$ cat config.mk
export PLATFORM = sky130hd
export DESIGN_NAME = frame_voice_activity_score
export DESIGN_NICKNAME = d
export VERILOG_FILES = /design/src/fvas_pkg.sv /design/src/frame_voice_activity_score.sv
export SDC_FILE = /design/constraint.sdc
export NUM_CORES = 2
export LEC_CHECK = 0
export BUFFER_PORTS_ARGS = -buffer_cell sky130_fd_sc_hd__buf_2
export CORE_UTILIZATION = 45
export CTS_CLUSTER_DIAMETER = 60
export DETAILED_ROUTE_END_ITERATION = 7
export PLACE_DENSITY_LB_ADDON = 0.3
export SLEW_MARGIN = 25
export SYNTH_ARGS = -nofsm -noshare
export SYNTH_HDL_FRONTEND = slang
export SYNTH_SLANG_ARGS = --single-unit
$ cat constraint.sdc
create_clock -name clk -period 21.1 [get_ports clk]
set_input_delay 2.11 -clock clk [delete_from_list [all_inputs] [get_ports clk]]
set_output_delay 2.11 -clock clk [all_outputs]
set_load 0.02 [all_outputs]
$ cat src/fvas_pkg.sv
// shared constants for the frame voice activity score block
package fvas_pkg;

  // default longest frame that is accumulated
  localparam int MAX_FRAME_DEFAULT = 512;

  // full-scale square of a Q1.15 sample is 2^30
  localparam int Q15_SQ_SHIFT = 30;
  localparam int MAG_W        = 16;

  // energy window: 0.01 < rms < 0.3, squared and cross-multiplied
  localparam int ENERGY_LO_MUL = 10000;
  localparam int ENERGY_HI_MUL = 100;
  localparam int ENERGY_HI_N   = 9;

  // crossing rate window: 0.02 < c/(n-1) < 0.2
  localparam int CROSS_LO_MUL = 50;
  localparam int CROSS_HI_MUL = 5;

  // centroid window: 0.2 < w/(m*n) < 0.8
  localparam int CENTROID_W_MUL  = 5;
  localparam int CENTROID_HI_MUL = 4;

  // feature weights in tenths
  localparam int WEIGHT_ENERGY   = 3;
  localparam int WEIGHT_CROSSING = 3;
  localparam int WEIGHT_CENTROID = 2;

endpackage

$ cat src/frame_voice_activity_score.sv
// frame voice activity score: per-frame energy, crossing rate and centroid tests
//
//   channel   signals                          direction  transaction
//   sample    sample, last_in_frame            in         one audio sample
//   score     score_tenths, energy_ok,         out        one result per frame,
//             crossing_ok, centroid_ok                    after the flagged sample
//
// one sample is taken every cycle while the score output is not stalled; a frame's
// result passes five registers (input register, product stage, accumulator stage,
// threshold product stage, output register) before it is offered
// rst is synchronous and clears the frame counter, the accumulators and all valid bits
// the whole pipeline advances whenever the output register is empty or being taken,
// so a stalled score holds every stage and sample_ready falls with it
module frame_voice_activity_score #(
  parameter int MAX_FRAME = fvas_pkg::MAX_FRAME_DEFAULT
) (
  input  logic               clk,
  input  logic               rst,
  input  logic               sample_valid,
  output logic               sample_ready,
  input  logic signed [15:0] sample,
  input  logic               last_in_frame,
  output logic               score_valid,
  input  logic               score_ready,
  output logic        [3:0]  score_tenths,
  output logic               energy_ok,
  output logic               crossing_ok,
  output logic               centroid_ok
);

  localparam int CW    = $clog2(MAX_FRAME + 1);
  localparam int MAGW  = fvas_pkg::MAG_W;
  localparam int SQ1W  = fvas_pkg::Q15_SQ_SHIFT + 1;
  localparam int WTW   = 15 + CW;
  localparam int SQW   = fvas_pkg::Q15_SQ_SHIFT + CW;
  localparam int MW    = 15 + CW;
  localparam int WW    = 14 + 2 * CW;
  localparam int EW    = SQW + 14;
  localparam int EHW   = SQW + 7;
  localparam int C50W  = CW + 6;
  localparam int C5W   = CW + 3;
  localparam int MNW   = MW + CW;
  localparam int CMPW  = WW + 3;
  localparam int NINEW = CW + 4;

  logic advance;
  logic accept;

  assign advance      = !score_valid || score_ready;
  assign sample_ready = advance;
  assign accept       = sample_valid && sample_ready;

  // front end: frame index and sign tracking
  logic [CW-1:0] cnt;
  logic          prev_nonneg;
  logic          in_nonneg;
  logic          in_take;
  logic          in_cross;
  logic [CW-1:0] in_count;

  always_comb begin
    in_nonneg = !sample[15];
    in_take   = cnt < CW'(MAX_FRAME);
    in_cross  = in_take && (cnt != '0) && (in_nonneg != prev_nonneg);
    in_count  = in_take ? cnt + CW'(1) : cnt;
  end

  logic                s0_valid;
  logic [15:0]         s0_sample;
  logic                s0_last;
  logic                s0_take;
  logic                s0_cross;
  logic [CW-1:0]       s0_index;
  logic [CW-1:0]       s0_count;

  always_ff @(posedge clk) begin
    if (rst) begin
      cnt         <= '0;
      prev_nonneg <= 1'b0;
      s0_valid    <= 1'b0;
    end else if (advance) begin
      s0_valid <= accept;
      if (accept) begin
        cnt         <= last_in_frame ? '0 : in_count;
        prev_nonneg <= last_in_frame ? 1'b0 : (in_take ? in_nonneg : prev_nonneg);
      end
    end
  end

  always_ff @(posedge clk) begin
    if (accept) begin
      s0_sample <= sample;
      s0_last   <= last_in_frame;
      s0_take   <= in_take;
      s0_cross  <= in_cross;
      s0_index  <= cnt;
      s0_count  <= in_count;
    end
  end

  // product stage: magnitude, its square and its index weight
  logic [16:0]        mag_full;
  logic [33:0]        sq_full;
  logic [16+CW:0]     wt_full;

  always_comb begin
    mag_full = s0_sample[15] ? (17'h10000 - {1'b0, s0_sample}) : {1'b0, s0_sample};
    sq_full  = {17'd0, mag_full} * {17'd0, mag_full};
    wt_full  = {{CW{1'b0}}, mag_full} * {17'd0, s0_index};
  end

  logic             s1_valid;
  logic             s1_last;
  logic             s1_take;
  logic             s1_cross;
  logic [CW-1:0]    s1_count;
  logic [MAGW-1:0]  s1_mag;
  logic [SQ1W-1:0]  s1_square;
  logic [WTW-1:0]   s1_weighted;

  always_ff @(posedge clk) begin
    if (rst) begin
      s1_valid <= 1'b0;
    end else if (advance) begin
      s1_valid <= s0_valid;
    end
  end

  always_ff @(posedge clk) begin
    if (advance && s0_valid) begin
      s1_last     <= s0_last;
      s1_take     <= s0_take;
      s1_cross    <= s0_cross;
      s1_count    <= s0_count;
      s1_mag      <= mag_full[MAGW-1:0];
      s1_square   <= sq_full[SQ1W-1:0];
      s1_weighted <= wt_full[WTW-1:0];
    end
  end

  // accumulator stage: frame sums, handed on and cleared at the frame end
  logic [SQW-1:0] sq_acc;
  logic [MW-1:0]  mag_acc;
  logic [WW-1:0]  wmag_acc;
  logic [CW-1:0]  cross_acc;
  logic [SQW-1:0] sq_sum;
  logic [MW-1:0]  mag_sum;
  logic [WW-1:0]  wmag_sum;
  logic [CW-1:0]  cross_sum;

  always_comb begin
    sq_sum    = sq_acc + (s1_take ? SQW'(s1_square) : '0);
    mag_sum   = mag_acc + (s1_take ? MW'(s1_mag) : '0);
    wmag_sum  = wmag_acc + (s1_take ? WW'(s1_weighted) : '0);
    cross_sum = cross_acc + (s1_cross ? CW'(1) : '0);
  end

  logic           s2_valid;
  logic [SQW-1:0] s2_square;
  logic [MW-1:0]  s2_mag;
  logic [WW-1:0]  s2_wmag;
  logic [CW-1:0]  s2_cross;
  logic [CW-1:0]  s2_count;

  always_ff @(posedge clk) begin
    if (rst) begin
      sq_acc    <= '0;
      mag_acc   <= '0;
      wmag_acc  <= '0;
      cross_acc <= '0;
      s2_valid  <= 1'b0;
    end else if (advance) begin
      s2_valid <= s1_valid && s1_last;
      if (s1_valid) begin
        sq_acc    <= s1_last ? '0 : sq_sum;
        mag_acc   <= s1_last ? '0 : mag_sum;
        wmag_acc  <= s1_last ? '0 : wmag_sum;
        cross_acc <= s1_last ? '0 : cross_sum;
      end
    end
  end

  always_ff @(posedge clk) begin
    if (advance && s1_valid && s1_last) begin
      s2_square <= sq_sum;
      s2_mag    <= mag_sum;
      s2_wmag   <= wmag_sum;
      s2_cross  <= cross_sum;
      s2_count  <= s1_count;
    end
  end

  // threshold product stage: constant scalings and magnitude times count
  logic            s3_valid;
  logic [EW-1:0]   s3_sq_lo;
  logic [EHW-1:0]  s3_sq_hi;
  logic [CW-1:0]   s3_count;
  logic [C50W-1:0] s3_cross_lo;
  logic [C5W-1:0]  s3_cross_hi;
  logic [MNW-1:0]  s3_mn;
  logic [CMPW-1:0] s3_w5;
  logic            s3_mag_nz;

  always_ff @(posedge clk) begin
    if (rst) begin
      s3_valid <= 1'b0;
    end else if (advance) begin
      s3_valid <= s2_valid;
    end
  end

  always_ff @(posedge clk) begin
    if (advance && s2_valid) begin
      s3_sq_lo    <= EW'(s2_square) * EW'(fvas_pkg::ENERGY_LO_MUL);
      s3_sq_hi    <= EHW'(s2_square) * EHW'(fvas_pkg::ENERGY_HI_MUL);
      s3_count    <= s2_count;
      s3_cross_lo <= C50W'(s2_cross) * C50W'(fvas_pkg::CROSS_LO_MUL);
      s3_cross_hi <= C5W'(s2_cross) * C5W'(fvas_pkg::CROSS_HI_MUL);
      s3_mn       <= MNW'(s2_mag) * MNW'(s2_count);
      s3_w5       <= CMPW'(s2_wmag) * CMPW'(fvas_pkg::CENTROID_W_MUL);
      s3_mag_nz   <= s2_mag != '0;
    end
  end

  // compare stage: window tests and weighted score
  logic [NINEW-1:0] nine_n;
  logic [EW-1:0]    e_lo_ref;
  logic [EW-1:0]    e_hi_ref;
  logic [CW-1:0]    gaps;
  logic [CMPW-1:0]  mn_ext;
  logic [CMPW-1:0]  mn4;
  logic             e_hit;
  logic             z_hit;
  logic             c_hit;

  always_comb begin
    nine_n   = NINEW'(s3_count) * NINEW'(fvas_pkg::ENERGY_HI_N);
    e_lo_ref = EW'({s3_count, {fvas_pkg::Q15_SQ_SHIFT{1'b0}}});
    e_hi_ref = EW'({nine_n, {fvas_pkg::Q15_SQ_SHIFT{1'b0}}});
    e_hit    = (s3_sq_lo > e_lo_ref) && (EW'(s3_sq_hi) < e_hi_ref);
    gaps     = s3_count - CW'(1);
    z_hit    = (s3_count >= CW'(2)) && (s3_cross_lo > C50W'(gaps))
               && (s3_cross_hi < C5W'(gaps));
    mn_ext   = CMPW'(s3_mn);
    mn4      = CMPW'(s3_mn) * CMPW'(fvas_pkg::CENTROID_HI_MUL);
    c_hit    = s3_mag_nz && (s3_w5 > mn_ext) && (s3_w5 < mn4);
  end

  always_ff @(posedge clk) begin
    if (rst) begin
      score_valid <= 1'b0;
    end else if (advance) begin
      score_valid <= s3_valid;
    end
  end

  always_ff @(posedge clk) begin
    if (advance && s3_valid) begin
      energy_ok    <= e_hit;
      crossing_ok  <= z_hit;
      centroid_ok  <= c_hit;
      score_tenths <= (e_hit ? 4'(fvas_pkg::WEIGHT_ENERGY) : 4'd0)
                    + (z_hit ? 4'(fvas_pkg::WEIGHT_CROSSING) : 4'd0)
                    + (c_hit ? 4'(fvas_pkg::WEIGHT_CENTROID) : 4'd0);
    end
  end

  // frame counter restarts after the flagged sample
  a_cnt_restart: assert property (@(posedge clk) disable iff (rst)
    accept && last_in_frame |=> cnt == '0)
    else $error("frame counter not cleared after last sample");

  // frame counter saturates at the longest frame
  a_cnt_bound: assert property (@(posedge clk) disable iff (rst)
    cnt <= CW'(MAX_FRAME))
    else $error("frame counter beyond longest frame");

  // crossings can never outnumber the samples of a frame
  a_cross_bound: assert property (@(posedge clk) disable iff (rst)
    cross_acc <= CW'(MAX_FRAME))
    else $error("crossing count beyond longest frame");

  // a compared frame always lands in the output register
  a_result_lands: assert property (@(posedge clk) disable iff (rst)
    s3_valid && advance |=> score_valid)
    else $error("frame result lost before output register");

endmodule

======== Word level (Yosys, flattened, before mapping) ========
Cells that the tools add are included.
cells by class
  add/subtract/negate cells ............... 9
  multiply operators ...................... 9
  div/mod/pow operators ................... 0
  $lt $le $gt $ge ......................... 8
  equal/unequal tests ..................... 1
  shifts and indexed selects .............. 0
  multiplexer cells ....................... 16
  bitwise operators ....................... 0
  reductions and logical operators ........ 23
operators with widths
  cell                                                                    count
  54-bit by 40-bit > comparator with 1-bit output                         1
  40-bit by 10-bit multiplier with 50-bit output (second input constant)  1
  25-bit 2-to-1 mux                                                       2
  47-bit by 44-bit < comparator with 1-bit output                         1
  40-bit by 5-bit multiplier with 45-bit output (second input constant)   1
  40-bit by 31-bit adder with 40-bit output                               1
  40-bit 2-to-1 mux                                                       1
  37-bit by 35-bit > comparator with 1-bit output                         1
  37-bit < comparator                                                     1
  34-bit by 3-bit multiplier with 37-bit output (second input constant)   1
  25-bit by 10-bit multiplier with 35-bit output                          1
  34-bit by 25-bit adder with 34-bit output                               1
  34-bit 2-to-1 mux                                                       1
  17-bit by 17-bit multiplier with 31-bit output                          1
  31-bit 2-to-1 mux                                                       1
  10-bit 2-to-1 mux                                                       3
  25-bit by 16-bit adder with 25-bit output                               1
  17-bit by 10-bit multiplier with 25-bit output                          1
  25-bit nonzero test                                                     1
  17-bit 2-to-1 mux                                                       1
  17-bit by 16-bit subtractor with 17-bit output (first input constant)   1
  16-bit by 10-bit > comparator with 1-bit output                         1
  16-bit 2-to-1 mux                                                       1
  10-bit by 5-bit multiplier with 15-bit output (second input constant)   1
  20 further kinds                                                        39
storage, ports and cells
  bits in registers ....................... 581
  bits in latches ......................... 0
  memory bits (writable) .................. 0
  memory bits (read-only) ................. 0
  logic and storage cells ................. 107
  memories ................................ 0

======== Longest topological paths before layout ========
  depth in word-level cells ............... 7
  depth in mapped cells ................... 32

======== Worst setup path before layout ========
No wires, ideal clock.
  kind .................................... register -> register
  start ................................... register s0_sample[0]
  end ..................................... register s1_square[29] (data pin)
  arrival time ............................ 7,575 ps
  data required time ...................... 20,837 ps
  setup slack ............................. 13,262 ps
  cell stages (with the launch flop) ...... 30
  buffers on the path ..................... 2
  clock period less this slack ............ 7,838 ps
  cells stage by stage .................... edfxtp_1 clkbuf_1 inv_2 ha_1 nand2_1 or3_1 o21ai_1 nand2_1 xnor2_1 inv_2 clkbuf_1 nand2_1 inv_1 fa_1 fa_1 fa_1 fa_1 fa_1 inv_1 fa_1 inv_1 ha_1 and2_1 a221o_1 a21o_1 a21o_1 a21oi_1 nand2_1 a311oi_1 xnor2_1
between the ends
  cells in the longest elaborated chain, start to end .. 3
ends and longest elaborated chain
  what                                            line                               text
  start: declaration                              frame_voice_activity_score.sv:69   logic [15:0] s0_sample;
  start signal: assignment                        frame_voice_activity_score.sv:92   s0_sample <= sample;
  17-bit by 16-bit subtractor with 17-bit output  frame_voice_activity_score.sv:107  mag_full = s0_sample[15] ? (17'h10000 - {1'b0, s0_sample}) : {1'b0, s0_sample};
  17-bit 2-to-1 mux                               frame_voice_activity_score.sv:107
  via mag_full[14]                                frame_voice_activity_score.sv:102  logic [16:0] mag_full;
  17-bit by 17-bit multiplier with 31-bit output  frame_voice_activity_score.sv:108  sq_full = {17'd0, mag_full} * {17'd0, mag_full};
  via sq_full[29]                                 frame_voice_activity_score.sv:103  logic [33:0] sq_full;
  end signal: assignment                          frame_voice_activity_score.sv:136  s1_square <= sq_full[SQ1W-1:0];
  end: declaration                                frame_voice_activity_score.sv:118  logic [SQ1W-1:0] s1_square;
The timed path passes the listed nets, and every way through them passes these cells.
A chain may end at the register's enable or synchronous reset.

======== Worst setup path after layout ========
  start ................................... register s0_sample[0]
  end ..................................... register s1_square[30] (data pin)
between the ends
  cells in the longest elaborated chain, start to end .. 3
ends and longest elaborated chain
  what                                              line
  17-bit by 16-bit subtractor with 17-bit output    frame_voice_activity_score.sv:107
  17-bit 2-to-1 mux *                               frame_voice_activity_score.sv:107
  17-bit by 17-bit multiplier with 31-bit output *  frame_voice_activity_score.sv:108
  via sq_full[30]                                   frame_voice_activity_score.sv:103
Mark *: on every way through the listed nets, which the timed path passes. The rest lies on a longest branch.

==> flow_metrics.env <==
export IMPL_status="finished, final reports clean"
export IMPL_wl_met3_um=5840
export IMPL_cts_buffer_depth=3
export IMPL_synth_most_common_cell="inv_1"
export IMPL_worstReg2RegStart="s0_sample[0]$_DFFE_PP_"
export IMPL_post_route_period_util=0.403
export IMPL_hold_viol_final=0
export IMPL_postLayoutCellArea_um2=64400
export IMPL_m1WireLength_um=62100
export IMPL_grt_pass1_vias=41700
export IMPL_hp_class="reg -> reg"
export IMPL_max_freq_mhz=118
export IMPL_hold_end="s1_count[5]$_DFFE_PP_"
export IMPL_cts_buffers=72
export IMPL_fin_crit_ns=8.50
export IMPL_worstPathMaxFanout=20
export IMPL_hold_start="s0_count[5]$_DFFE_PP_"
export IMPL_ys_flop_type="edfxtp_1"
export IMPL_end_kind="flop"
export IMPL_synth_cell_type_count=89
export IMPL_r2r_end="s1_square[30]$_DFFE_PP_"
export IMPL_cts_setup_buffers=0
export IMPL_yosys_area_top_type="fa_1"
export IMPL_syn_area_um2=59600
export IMPL_worstMarginPinSlew_ns=1.06
export IMPL_r2r_slack_ns=12.60
export IMPL_rows=133
export IMPL_dr_pass1_iters=5
export IMPL_clk_pin_slew_worst_paths_ns=0.06
export IMPL_syn_avg_cell_area_um2=9.85
export IMPL_finalNetCount=7534
export IMPL_switching_share=0.436
export IMPL_io_pins=30
export IMPL_n_antenna_cell=0
export IMPL_grt_max_degree=102
export IMPL_critPathLaunch="s0_sample[0]$_DFFE_PP_"
export IMPL_via_per_inst=5.19
export IMPL_p_int_mw=4.51
export IMPL_synthTopCellsByArea="fa_1, edfxtp_1, ha_1"
export IMPL_antenna_found_initial=2
export IMPL_worst_ep_arrival_time_ns=9.00
export IMPL_cts_root_buf="clkbuf_16"
export IMPL_ys_seq_elements=549
export IMPL_dieArea_um2=134000
export IMPL_ant_nets=0
export IMPL_seq_area_frac_synth=0.256
export IMPL_clkPwrFrac=0.160
export IMPL_via_count=40900
export IMPL_drv_slew=0
export IMPL_skew_ns=0.0265
export IMPL_async_flop_share=0
export IMPL_final_layout_size_suffix_gt1_frac=0.0377
export IMPL_vdd_drop_max_mv=0.210
export IMPL_clkLatencyLatePin_ns=0.67
export IMPL_grt_ovfl_total=0
export IMPL_ff2ff_path_depth=27
export IMPL_dpl_cell_area_um2=61800
export IMPL_n_fill_cell=12200
export IMPL_holdPathStages=0
export IMPL_dr_max_layer_used="met5"
export IMPL_cp_start_kind="flop"
export IMPL_cts_tree="done"
export IMPL_p_comb_frac=0.644
export IMPL_drc_errors=0
export IMPL_die_w_um=366
export IMPL_core_um2=131000
export IMPL_cap_viol_max_count=0
export IMPL_rsz0062_at_grt="false"
export IMPL_p_sw_mw=3.49
export IMPL_wl_per_cell_um=16.5
export IMPL_clkSinkCount=549
export IMPL_dp_hpwl_um=104000
export IMPL_synth_edff_count=424
export IMPL_cellPowerDensity_nw_per_um2=124
export IMPL_h_tree_depth=3
export IMPL_setup_viol=0
export IMPL_synthToLayoutAreaGrowth_pct=8.06
export IMPL_die_h_um=366
export IMPL_grt_total_usage=0.197
export IMPL_ys_warn_count=0
export IMPL_wl_um=130000
export IMPL_critPathKind="reg -> reg"
export IMPL_post_cts_resized=0
export IMPL_hold_buffers=0
export IMPL_final_util=0.490
export IMPL_tns_ns=0
export IMPL_synth_commonest_cells="inv_1, ha_1, fa_1"
export IMPL_io_buffer_count=29
export IMPL_initial_core_util=0.453
export IMPL_required_ns=21.60
export IMPL_gp_congestion=0.875
export IMPL_relSlewSlack=0.293
export IMPL_p_seq_frac=0.196
export IMPL_dr_wl_met2_um=59400
export IMPL_grt_pass1_wl_um=216000
export IMPL_yosysTopAreaCellShare=0.216
export IMPL_initialDrtViolationCount=2221
export IMPL_syn_inst=6053
export IMPL_power_leakage_nw=31.2
[area by class of cell]
class                           count  area [um2]  share of cell area
Multi-Input combinational cell   4192       39500               0.614
Sequential cell                   549       15200               0.237
Clock inverter                     39         520             0.00808
Tap cell                         1755        2200              0.0341
Timing Repair Buffer               63         444             0.00690
Inverter                         1195        4490              0.0697
Clock buffer                       94        2000              0.0310
[per-stage QoR]
stage / total power, mW / hold WS, ns / worst slack [ns] / std cells
2_1_floorplan: 5.63 / 0.400 / 13.26 / 6092
3_3_place_gp: 6.61 / 0.400 / 12.71 / 7749
3_5_place_dp: 6.71 / 0.405 / 12.56 / 7749
4_1_cts: 8.05 / 0.419 / 12.52 / 7882
5_1_grt: 8.81 / 0.424 / 12.10 / 7887
6_report: 8.01 / 0.417 / 12.60 / 7887
[worst max path at each step]
| stage | slack, ns | depth (start not counted) | to |
|---|---|---|---|
| after floorplan | 13.26 | 29 | s1_square[29]$_DFFE_PP_ |
| after global placement | 12.71 | 27 | s1_square[30]$_DFFE_PP_ |
| after detailed placement | 12.56 | 27 | s1_square[29]$_DFFE_PP_ |
| after CTS | 12.52 | 27 | s1_square[30]$_DFFE_PP_ |
| after global routing | 12.10 | 27 | s1_square[29]$_DFFE_PP_ |
| final | 12.60 | 27 | s1_square[30]$_DFFE_PP_ |
[power by group through the flow]
stage / clock network [mW] / registers (mW) / logic, mW
2_1_floorplan: 0 / 1.57 / 4.06
3_3_place_gp: 0 / 1.59 / 5.03
3_5_place_dp: 0 / 1.59 / 5.12
4_1_cts: 1.32 / 1.57 / 5.16
5_1_grt: 1.35 / 1.57 / 5.88
6_report: 1.28 / 1.57 / 5.16
[state kept, by name, indices dropped and copies added (netlist names), 29 cells and up]
name,cells
s2_wmag,34
s3_mn,35
s2_square,40
s3_sq_lo,47
s3_w5,37
sq_acc,40
s1_square,29
wmag_acc,34
[critical path, stage by stage, from the launching register on]
cell	delay, ns
edfxtp_1	0.39
inv_2	0.19
ha_1	0.21
nand2_1	0.08
or3_1	0.39
o21ai_1	0.34
nand2_1	0.11
xnor2_1	0.64
inv_2	0.44
nand2_1	0.23
inv_1	0.08
fa_1	0.46
fa_1	0.52
fa_1	0.52
fa_1	0.53
fa_1	0.55
inv_1	0.05
fa_1	0.53
inv_1	0.04
ha_1	0.34
and2_1	0.21
a221o_1	0.32
a21o_1	0.18
a21o_1	0.19
nor3_1	0.13
nand3_1	0.15
a2111o_1	0.40
o211ai_1	0.09
[routing by layer]
metal | GRT usage | up-vias
met4 | 0.0499 | 2
met3 | 0.0275 | 171
met1 | 0.274 | 19900
met5 | 0 | -
met2 | 0.324 | 805
li1 | - | 20000
[kinds of logic after synthesis]
kind of cell               synth area share
AOI/OAI and AO/OA                     0.111
xor gates and xnor gates             0.0463
adders and majority gates             0.383
buffers and inverters                0.0852
DFF                                   0.256
muxes                              0.000735
other                              0.000126
and+or+nand+nor                       0.117
[cells in the final DEF (no fill, tap or decap), drive strengths merged, types with 41 or more instances in the layout]
cell type / Yosys / layout
o21a: 50 / 50
a21o: 164 / 164
a21oi: 270 / 270
nand4: 41 / 41
dfxtp: 125 / 125
nor2: 247 / 247
edfxtp: 424 / 424
xor2: 94 / 94
buf: 12 / 63
and2: 288 / 288
conb: 2 / 41
clkbuf: 144 / 94
fa: 644 / 644
a22oi: 61 / 61
nor2b: 52 / 52
inv: 1194 / 1206
xnor2: 220 / 220
and3: 48 / 48
ha: 796 / 796
o21ai: 153 / 153
nor3: 55 / 55
nand2: 454 / 454
nand3: 60 / 60
a31oi: 42 / 42
o21bai: 48 / 48
Note: power is estimated with default switching activity, not from simulation.
